==> config.mk <==
export PLATFORM = sky130hd
export DESIGN_NAME = ensemble_force_deviation_classifier_unit
export DESIGN_NICKNAME = d
export VERILOG_FILES = /design/src/hw/rtl/efdc_pkg.sv /design/src/hw/rtl/efdc_ctrl.sv /design/src/hw/rtl/efdc_datapath.sv /design/src/hw/rtl/ensemble_force_deviation_classifier_unit.sv
export SDC_FILE = /design/constraint.sdc
export NUM_CORES = 2
export LEC_CHECK = 0
export BUFFER_PORTS_ARGS = -buffer_cell sky130_fd_sc_hd__buf_2
export CORE_ASPECT_RATIO = 2
export CORE_MARGIN = 5
export CORE_UTILIZATION = 69
export CTS_BUF_LIST = sky130_fd_sc_hd__clkbuf_2 sky130_fd_sc_hd__clkbuf_4 sky130_fd_sc_hd__clkbuf_8
export DETAILED_ROUTE_END_ITERATION = 10
export GPL_ROUTABILITY_DRIVEN = 0
export PLACE_DENSITY_LB_ADDON = 0.12
export SLEW_MARGIN = 20
export SYNTH_ARGS = -nofsm -noshare
export SYNTH_HDL_FRONTEND = slang
export SYNTH_SLANG_ARGS = --single-unit
==> constraint.sdc <==
create_clock -name clk -period 12.1 [get_ports clk]
set_input_delay 1.21 -clock clk [delete_from_list [all_inputs] [get_ports clk]]
set_output_delay 1.21 -clock clk [all_outputs]
set_load 0.005 [all_outputs]
==> src/hw/rtl/efdc_pkg.sv <==
// shared types and constants of the force deviation classifier
package efdc_pkg;

	// register indexes of the configuration port
	localparam logic [1:0] REG_NUM_MODELS = 2'd0;
	localparam logic [1:0] REG_CAND_THR   = 2'd1;
	localparam logic [1:0] REG_FAIL_THR   = 2'd2;

	// reset values of the configuration registers
	localparam logic [2:0]  NUM_MODELS_RST = 3'd4;
	localparam logic [23:0] CAND_THR_RST   = 24'd6554;
	localparam logic [23:0] FAIL_THR_RST   = 24'd16384;

	// frame classes
	localparam logic [1:0] CLASS_SUCCESS   = 2'd0;
	localparam logic [1:0] CLASS_CANDIDATE = 2'd1;
	localparam logic [1:0] CLASS_FAIL      = 2'd2;
	localparam logic [1:0] CLASS_EQUAL     = 2'd3;

	// largest reported norm
	localparam logic [23:0] OUT_MAX = 24'hFFFFFF;

	typedef enum logic [3:0] {
		ST_IDLE,
		ST_DEV,
		ST_SQ,
		ST_ACC,
		ST_MAXUP,
		ST_DIV,
		ST_FUP,
		ST_SQRT,
		ST_CLASS
	} state_t;

	// commands from controller to datapath
	typedef struct packed {
		logic load;
		logic dev;
		logic sq;
		logic acc;
		logic maxup;
		logic div_step;
		logic fup;
		logic sqrt_step;
		logic classify;
	} cmd_t;

	// status from datapath to controller
	typedef struct packed {
		logic close_now;
		logic comp_last;
		logic model_last;
		logic it_done;
		logic last;
		logic out_busy;
	} sts_t;

endpackage

==> src/hw/rtl/efdc_ctrl.sv <==
// sequencer of the force deviation classifier
module efdc_ctrl (
	input  logic           clk,
	input  logic           arst_n,
	input  logic           in_valid,
	output logic           in_ready,
	input  efdc_pkg::sts_t sts,
	output efdc_pkg::cmd_t cmd
);

	efdc_pkg::state_t state_q, state_d;

	// state register
	always_ff @(posedge clk or negedge arst_n) begin
		if (!arst_n) begin
			state_q <= efdc_pkg::ST_IDLE;
		end else begin
			state_q <= state_d;
		end
	end

	// next state and commands
	always_comb begin
		state_d  = state_q;
		cmd      = '0;
		in_ready = 1'b0;
		unique case (state_q)
			efdc_pkg::ST_IDLE: begin
				in_ready = 1'b1;
				if (in_valid) begin
					cmd.load = 1'b1;
					if (sts.close_now) state_d = efdc_pkg::ST_DEV;
				end
			end
			efdc_pkg::ST_DEV: begin
				cmd.dev = 1'b1;
				state_d = efdc_pkg::ST_SQ;
			end
			efdc_pkg::ST_SQ: begin
				cmd.sq  = 1'b1;
				state_d = efdc_pkg::ST_ACC;
			end
			efdc_pkg::ST_ACC: begin
				cmd.acc = 1'b1;
				state_d = sts.comp_last ? efdc_pkg::ST_MAXUP : efdc_pkg::ST_DEV;
			end
			efdc_pkg::ST_MAXUP: begin
				cmd.maxup = 1'b1;
				state_d = sts.model_last ? efdc_pkg::ST_DIV : efdc_pkg::ST_DEV;
			end
			efdc_pkg::ST_DIV: begin
				cmd.div_step = 1'b1;
				if (sts.it_done) state_d = efdc_pkg::ST_FUP;
			end
			efdc_pkg::ST_FUP: begin
				cmd.fup = 1'b1;
				state_d = sts.last ? efdc_pkg::ST_SQRT : efdc_pkg::ST_IDLE;
			end
			efdc_pkg::ST_SQRT: begin
				cmd.sqrt_step = 1'b1;
				if (sts.it_done) state_d = efdc_pkg::ST_CLASS;
			end
			efdc_pkg::ST_CLASS: begin
				if (!sts.out_busy) begin
					cmd.classify = 1'b1;
					state_d = efdc_pkg::ST_IDLE;
				end
			end
			default: state_d = efdc_pkg::ST_IDLE;
		endcase
	end

endmodule

==> src/hw/rtl/efdc_datapath.sv <==
// force store, deviation arithmetic, divider, square root and counters
module efdc_datapath #(
	parameter int MAX_MODELS = 4,
	parameter int FORCE_BITS = 24
) (
	input  logic                         clk,
	input  logic                         arst_n,
	input  efdc_pkg::cmd_t               cmd,
	output efdc_pkg::sts_t               sts,
	input  logic                         cfg_we,
	input  logic [1:0]                   cfg_index,
	input  logic [23:0]                  cfg_data,
	input  logic signed [FORCE_BITS-1:0] force_x,
	input  logic signed [FORCE_BITS-1:0] force_y,
	input  logic signed [FORCE_BITS-1:0] force_z,
	input  logic                         last_atom,
	output logic                         out_valid,
	input  logic                         out_ready,
	output logic [23:0]                  max_deviation,
	output logic [1:0]                   frame_class,
	output logic [31:0]                  success_total,
	output logic [31:0]                  candidate_total,
	output logic [31:0]                  fail_total
);

	localparam int CW   = $clog2(MAX_MODELS + 1);
	localparam int SW   = $clog2(MAX_MODELS);
	localparam int NW   = (CW > 3) ? CW : 3;
	localparam int SUMW = FORCE_BITS + CW;
	localparam int DW   = FORCE_BITS + CW + 1;
	localparam int AW   = 24 + CW;
	localparam int CMPW = (DW + 1 > AW) ? DW + 1 : AW;
	localparam int EW   = 2 * AW + 2;
	localparam int RW   = (EW + 1) / 2;
	localparam int XW   = 2 * RW;
	localparam int QW   = 2 * CW;
	localparam int ITW  = $clog2(EW + 1);

	logic [2:0]  nm_q;
	logic [23:0] cand_q, fail_q;

	logic signed [FORCE_BITS-1:0] force_q [MAX_MODELS][3];
	logic signed [SUMW-1:0]       sum_q [3];
	logic [SW-1:0] slot_q, m_q;
	logic [1:0]    c_q;
	logic [CW-1:0] cnt_q;
	logic          last_q;

	logic [AW-1:0]   a_q;
	logic [2*AW-1:0] sq_q;
	logic [EW-1:0]   e_q, emax_q, frame_q;
	logic [EW-1:0]   dq_q;
	logic [QW-1:0]   rem_q;
	logic [XW-1:0]   x_q;
	logic [RW:0]     srem_q;
	logic [RW-1:0]   root_q;
	logic [ITW-1:0]  it_q;
	logic [31:0]     succ_q, candc_q, failc_q;
	logic            ov_q;

	// configuration registers
	always_ff @(posedge clk or negedge arst_n) begin
		if (!arst_n) begin
			nm_q   <= efdc_pkg::NUM_MODELS_RST;
			cand_q <= efdc_pkg::CAND_THR_RST;
			fail_q <= efdc_pkg::FAIL_THR_RST;
		end else if (cfg_we) begin
			unique case (cfg_index)
				efdc_pkg::REG_NUM_MODELS: nm_q   <= cfg_data[2:0];
				efdc_pkg::REG_CAND_THR:   cand_q <= cfg_data;
				efdc_pkg::REG_FAIL_THR:   fail_q <= cfg_data;
				default: ;
			endcase
		end
	end

	// clamped model count and atom close decision
	logic [NW-1:0] n_cl, nm_ext;
	logic [CW-1:0] cnt_in;
	always_comb begin
		nm_ext = NW'(nm_q);
		if (nm_ext < NW'(2)) n_cl = NW'(2);
		else if (nm_ext > NW'(MAX_MODELS)) n_cl = NW'(MAX_MODELS);
		else n_cl = nm_ext;
		cnt_in = CW'(slot_q) + CW'(1);
	end
	assign sts.close_now = (NW'(cnt_in) >= n_cl) || last_atom;

	// deviation of one component from the mean, scaled by the count
	logic signed [FORCE_BITS-1:0] fsel;
	logic signed [DW-1:0]         cf;
	logic signed [DW:0]           d;
	logic [DW:0]                  ad;
	logic [AW-1:0]                lim, a_d;
	logic [2*AW-1:0]              sq;
	always_comb begin
		fsel = force_q[m_q][c_q];
		cf   = DW'(signed'({1'b0, cnt_q})) * DW'(fsel);
		d    = (DW+1)'(cf) - (DW+1)'(sum_q[c_q]);
		ad   = d[DW] ? unsigned'(-d) : unsigned'(d);
		lim  = {cnt_q, 24'd0};
		a_d  = (CMPW'(ad) > CMPW'(lim)) ? lim : AW'(ad);
		sq   = a_q * a_q;
	end

	// divider and square root steps
	logic [QW-1:0] dv;
	logic [QW:0]   dt;
	logic          qbit;
	logic [RW+1:0] st, trial;
	logic          rbit;
	logic [EW-1:0] emax_new, frame_new;
	always_comb begin
		dv        = QW'(cnt_q) * QW'(cnt_q);
		dt        = {rem_q, dq_q[EW-1]};
		qbit      = dt >= {1'b0, dv};
		st        = {srem_q[RW-1:0], x_q[XW-1 -: 2]};
		trial     = {root_q, 2'b01};
		rbit      = st >= trial;
		emax_new  = (e_q > emax_q) ? e_q : emax_q;
		frame_new = (dq_q > frame_q) ? dq_q : frame_q;
	end

	// force store, running sums and atom sequencing
	always_ff @(posedge clk or negedge arst_n) begin
		if (!arst_n) begin
			slot_q  <= '0;
			frame_q <= '0;
		end else begin
			if (cmd.load) begin
				slot_q <= sts.close_now ? '0 : SW'(cnt_in);
			end
			if (cmd.fup) begin
				frame_q <= frame_new;
			end
			if (cmd.classify) begin
				frame_q <= '0;
			end
		end
	end

	always_ff @(posedge clk) begin
		if (cmd.load) begin
			force_q[slot_q][0] <= force_x;
			force_q[slot_q][1] <= force_y;
			force_q[slot_q][2] <= force_z;
			sum_q[0] <= ((slot_q == '0) ? '0 : sum_q[0]) + SUMW'(force_x);
			sum_q[1] <= ((slot_q == '0) ? '0 : sum_q[1]) + SUMW'(force_y);
			sum_q[2] <= ((slot_q == '0) ? '0 : sum_q[2]) + SUMW'(force_z);
			cnt_q  <= cnt_in;
			last_q <= last_atom;
			m_q    <= '0;
			c_q    <= '0;
			e_q    <= '0;
			emax_q <= '0;
		end
		if (cmd.dev) a_q <= a_d;
		if (cmd.sq) sq_q <= sq;
		if (cmd.acc) begin
			e_q <= e_q + EW'(sq_q);
			c_q <= (c_q == 2'd2) ? 2'd0 : c_q + 2'd1;
		end
		if (cmd.maxup) begin
			emax_q <= emax_new;
			e_q    <= '0;
			m_q    <= m_q + SW'(1);
			// load the divider with the atom maximum
			dq_q  <= emax_new;
			rem_q <= '0;
			it_q  <= '0;
		end
		if (cmd.div_step) begin
			rem_q <= qbit ? QW'(dt - {1'b0, dv}) : QW'(dt);
			dq_q  <= {dq_q[EW-2:0], qbit};
			it_q  <= it_q + ITW'(1);
		end
		if (cmd.fup) begin
			x_q    <= XW'(frame_new);
			srem_q <= '0;
			root_q <= '0;
			it_q   <= '0;
		end
		if (cmd.sqrt_step) begin
			srem_q <= rbit ? (RW+1)'(st - trial) : (RW+1)'(st);
			root_q <= {root_q[RW-2:0], rbit};
			x_q    <= {x_q[XW-3:0], 2'b00};
			it_q   <= it_q + ITW'(1);
		end
	end

	assign sts.comp_last  = (c_q == 2'd2);
	assign sts.model_last = (m_q == SW'(cnt_q - CW'(1)));
	assign sts.it_done    = cmd.div_step ? (it_q == ITW'(EW - 1)) : (it_q == ITW'(RW - 1));
	assign sts.last       = last_q;
	assign sts.out_busy   = ov_q && !out_ready;

	// classification against the thresholds
	logic [23:0] v;
	logic [1:0]  cls;
	always_comb begin
		v = (root_q > RW'(efdc_pkg::OUT_MAX)) ? efdc_pkg::OUT_MAX : root_q[23:0];
		if (v > cand_q && v < fail_q) cls = efdc_pkg::CLASS_CANDIDATE;
		else if (v > fail_q) cls = efdc_pkg::CLASS_FAIL;
		else if (v < cand_q) cls = efdc_pkg::CLASS_SUCCESS;
		else cls = efdc_pkg::CLASS_EQUAL;
	end

	// saturating counters and output register
	always_ff @(posedge clk or negedge arst_n) begin
		if (!arst_n) begin
			succ_q  <= '0;
			candc_q <= '0;
			failc_q <= '0;
			ov_q    <= 1'b0;
		end else begin
			ov_q <= cmd.classify || (ov_q && !out_ready);
			if (cmd.classify) begin
				if (cls == efdc_pkg::CLASS_SUCCESS && succ_q != '1) succ_q <= succ_q + 32'd1;
				if (cls == efdc_pkg::CLASS_CANDIDATE && candc_q != '1)
					candc_q <= candc_q + 32'd1;
				if (cls == efdc_pkg::CLASS_FAIL && failc_q != '1) failc_q <= failc_q + 32'd1;
			end
		end
	end

	always_ff @(posedge clk) begin
		if (cmd.classify) begin
			max_deviation <= v;
			frame_class   <= cls;
		end
	end

	assign out_valid       = ov_q;
	assign success_total   = succ_q;
	assign candidate_total = candc_q;
	assign fail_total      = failc_q;

endmodule

==> src/hw/rtl/ensemble_force_deviation_classifier_unit.sv <==
// top level of the ensemble force deviation classifier
//
// Input beats carry one model's force vector (signed Q8.16) of one atom; the
// models of an atom come in order, and last_atom marks the frame's last beat.
// The block takes one beat at a time: a beat that does not close an atom is
// stored and the block stays ready. Closing an atom of n models runs deviation
// work for each model (each component in turn through deviation, square and
// accumulate steps on the squarer, plus a max update), then the bit-serial
// divider and one update step. On a frame's last beat the square root follows,
// one result bit per cycle, then a class step classes the frame.
// One result beat per frame leaves through the output register, with the
// norm, class and saturating success, candidate and fail totals.
// If the receiver stalls, a finished result waits in the output register; the
// block keeps taking beats and stalls only when a second result is ready.
// Configuration writes take effect at once and belong in idle time.
// Reset clears the counters, the frame maximum and the model slot and loads
// the register defaults; the force store is not cleared.
module ensemble_force_deviation_classifier_unit #(
	parameter int MAX_MODELS = 4,
	parameter int FORCE_BITS = 24
) (
	input  logic                         clk,
	input  logic                         arst_n,
	input  logic                         cfg_we,
	input  logic [1:0]                   cfg_index,
	input  logic [23:0]                  cfg_data,
	input  logic                         in_valid,
	output logic                         in_ready,
	input  logic signed [FORCE_BITS-1:0] force_x,
	input  logic signed [FORCE_BITS-1:0] force_y,
	input  logic signed [FORCE_BITS-1:0] force_z,
	input  logic                         last_atom,
	output logic                         out_valid,
	input  logic                         out_ready,
	output logic [23:0]                  max_deviation,
	output logic [1:0]                   frame_class,
	output logic [31:0]                  success_total,
	output logic [31:0]                  candidate_total,
	output logic [31:0]                  fail_total
);

	efdc_pkg::cmd_t cmd;
	efdc_pkg::sts_t sts;

	// sequencer
	efdc_ctrl u_ctrl (
		.clk      (clk),
		.arst_n   (arst_n),
		.in_valid (in_valid),
		.in_ready (in_ready),
		.sts      (sts),
		.cmd      (cmd)
	);

	// arithmetic and storage
	efdc_datapath #(
		.MAX_MODELS (MAX_MODELS),
		.FORCE_BITS (FORCE_BITS)
	) u_dp (
		.clk             (clk),
		.arst_n          (arst_n),
		.cmd             (cmd),
		.sts             (sts),
		.cfg_we          (cfg_we),
		.cfg_index       (cfg_index),
		.cfg_data        (cfg_data),
		.force_x         (force_x),
		.force_y         (force_y),
		.force_z         (force_z),
		.last_atom       (last_atom),
		.out_valid       (out_valid),
		.out_ready       (out_ready),
		.max_deviation   (max_deviation),
		.frame_class     (frame_class),
		.success_total   (success_total),
		.candidate_total (candidate_total),
		.fail_total      (fail_total)
	);

	// a classed frame always shows its own counter moved, and a failed frame a nonzero norm
	a_succ_count: assert property (@(posedge clk) disable iff (!arst_n)
		out_valid && frame_class == efdc_pkg::CLASS_SUCCESS |-> success_total != 32'd0)
		else $error("success frame with zero success total");

	a_cand_count: assert property (@(posedge clk) disable iff (!arst_n)
		out_valid && frame_class == efdc_pkg::CLASS_CANDIDATE |-> candidate_total != 32'd0)
		else $error("candidate frame with zero candidate total");

	a_fail_count: assert property (@(posedge clk) disable iff (!arst_n)
		out_valid && frame_class == efdc_pkg::CLASS_FAIL |->
		fail_total != 32'd0 && max_deviation != 24'd0)
		else $error("fail frame with zero fail total or zero norm");

endmodule
==> impl_metrics.ini <==
[detailed_routing]
num_vias = 54800
viasPerCell = 6.23
dr.first_iter.drc_count = 3471
first_pass_iters = 9
wl_per_cell_um = 23.2
wirelength_um = 204000
ant_nets = 0
route.detailed.drc = 1

[global_route]
grt_pass1_vias = 58900
grt_usage_pct = 35.2
grt_pass1_wl_um = 319000
grt_start_max_net_pins = 122
antenna_found_initial = 18
grt-ovfl-total = 0

[yosys]
ys.flop_type = edfxtp_1
syn_inst = 7093
syn-num-nets = 8411
ys_warn_count = 0
yosysUniqueCellTypes = 94
netlist_area_mm2 = 0.0760
ys_seq_area_share_pct = 36.9
syn_avg_cell_area_um2 = 10.7
ys_seq_elements = 989
synthArstFlopShare_pct = 21.2
synth_edf_count = 717

[timing]
skew_ns = 0.0536
worst_pin_slew_ns = 1.23
whs_ns = 0.373
finalSetupTns_ns = 0
period_minus_slack_ns = 9.59
fin_ws_ns = 2.51
hold_viol = 0
timing.fmax_mhz = 104
setup_viol = 0
rsz0062_at_grt = false
min_period_over_period_pct = 79.3
slew_viol_final = 0
relSlewSlack_pct = 17.5

[critical_path]
rr_endpoint = u_dp.sq_q[53]
cp-end-kind = register
crit_path_frequent_cell = fa_1
arrival_ns = 10.23
reg2reg_setup_slack_ns = 2.51
cp-start-kind = register
cp_slowest_stage_delay_ns = 1.07
startpoint = u_dp.a_q[11]
path_cells = and2_1 > inv_1 > fa_1 > inv_1 > fa_1 > fa_1 > fa_1 > fa_1 > fa_1 > fa_1 > ha_1 > nand3_1 > nor4_1 > o21a_1 > nor4_1 > o41ai_1 > a31oi_1 > o21ai_0 > a21oi_1 > or3_1 > a31o_2 > o2111ai_1 > a21oi_1 > xnor2_1
critical_path.endpoint = u_dp.sq_q[53]
path_class = register to register
critPathSlowestCell = edfxtp_1
ff2ff_path_depth = 24
r2r-start = u_dp.a_q[11]
crit_fanout = 23
worst_ep_required_time_ns = 12.74

[cells_and_area]
nets = 8605
drive_gt1_share_pct = 10.3
area_growth_pct = 7.51
final_cell_mix = inv_1, edfxtp_1, fa_1
layout_commonest_cell = inv_1

[clock_network]
cts_tree = done
clockBufferDepth = 3
clk_latency_ns = 0.90
hold_buffers = 0
cts_root_buffer = clkbuf_8
post_cts_buffers = 0
clkSinkCount = 989
clkSlewWorstSetupHoldPaths_ns = 0.07
htree_levels = 4
cts_buffers = 144
cts-resized-gates = 0

[placed_design]
portBuffers = 227
pre_cts_ws_ns = 2.70
hpwl_um = 157000

[die]
die_area_mm2 = 0.117
die_h_um = 479
die-width_um = 245
pin_count = 228
rows = 172
core_area_mm2 = 0.110
start_util_pct = 69.3

[flow_run]
max_cap_violations = 0

[status]
status = finished, violations left
violations = DRC

[worst_hold_path]
timing.hold.worst.class = input pin to asynchronous set/reset pin
==> Yosys cell counts, types with 99 or more instances <==
master,instances,share of area (%)
inv_1,1028,5.1
edfxtp_1,717,28
fa_1,609,16
ha_1,605,10
nand2_1,513,2.5
nor2_1,483,2.4
a21oi_1,376,2.5
xnor2_1,243,2.8
clkbuf_1,212,1.0
and2_1,206,1.7
dfrtp_1,201,6.6
mux2i_1,198,2.6
o21ai_0,194,1.3
a21o_1,180,1.8
nor2b_1,123,1.0
xor2_1,99,1.1
==> logic make-up after synthesis <==
logic type	count (synthesis)	share of synthesized area [%]
buffers and inverters	1275	6.34
muxes	328	5.61
AOI/OAI and AO/OA	1166	9.87
and+or+nand+nor	1778	11.3
xor gates and xnor gates	343	3.96
DFF	989	36.9
adders and majority gates	1214	26.0
==> worst min path at each step <==
stage	slack [ns]	depth (start not counted)	to	start
2_1_floorplan	0.44	2	u_dp.x_q[0]	u_dp.x_q[0]
3_3_place_gp	0.46	2	u_dp.x_q[0]	u_dp.x_q[0]
3_5_place_dp	0.47	2	u_dp.x_q[0]	u_dp.x_q[0]
4_1_cts	0.38	1	u_dp.cand_q[22]	arst_n
5_1_grt	0.43	1	u_dp.fail_q[16]	arst_n
6_report	0.37	1	u_dp.fail_q[16]	arst_n
==> state kept, by name (all words and copies together), names as in the netlist, 32 cells and up, named ones only <==
signal,count
u_dp.force_q,288
u_dp.sum_q,81
u_dp.dq_q,56
u_dp.e_q,56
u_dp.emax_q,56
u_dp.frame_q,56
u_dp.x_q,56
u_dp.sq_q,53
u_dp.candidate_total,32
u_dp.fail_total,32
u_dp.success_total,32
==> final cells by class <==
type | instances | area [um^2]
inverters | 1032 | 3880
diodes | 10 | 25.0
well taps | 1392 | 1740
flip-flops and latches | 989 | 28000
clock buffers | 208 | 2560
repair buffers | 291 | 1650
fillers | 7578 | 27900
clock inverters | 51 | 518
multi-input cells | 4829 | 43200
==> metrics by stage <==
step	area [um^2]	util, %	instances
2_1_floorplan	76000	-	7093
3_3_place_gp	78500	71.7	8531
3_5_place_dp	78500	71.7	8532
4_1_cts	81600	74.5	8791
5_1_grt	81700	74.5	8798
6_report	81700	74.6	8802
==> worst max-delay path, delay by kind of cell, from the launching register on <==
family / cells / cell delay, ns
AOI/OAI and AO/OA: 8 / 2.69
xor gates and xnor gates: 1 / 0.12
adders and majority gates: 8 / 3.85
buffers and inverters: 2 / 0.14
DFF: 1 / 1.07
and+or+nand+nor: 5 / 1.47
==> layer usage <==
layer / up-vias / global-route usage, % / share of wire [%]
met5: - / 0 / 0.029
met4: 8 / 31.0 / 11
met3: 982 / 6.19 / 5.7
met2: 2165 / 63.5 / 52
met1: 27100 / 34.1 / 31
li1: 24600 / - / -
Power is not shown: default switching activity piles up to over one toggle a cycle in this logic, so the estimate is an artifact.
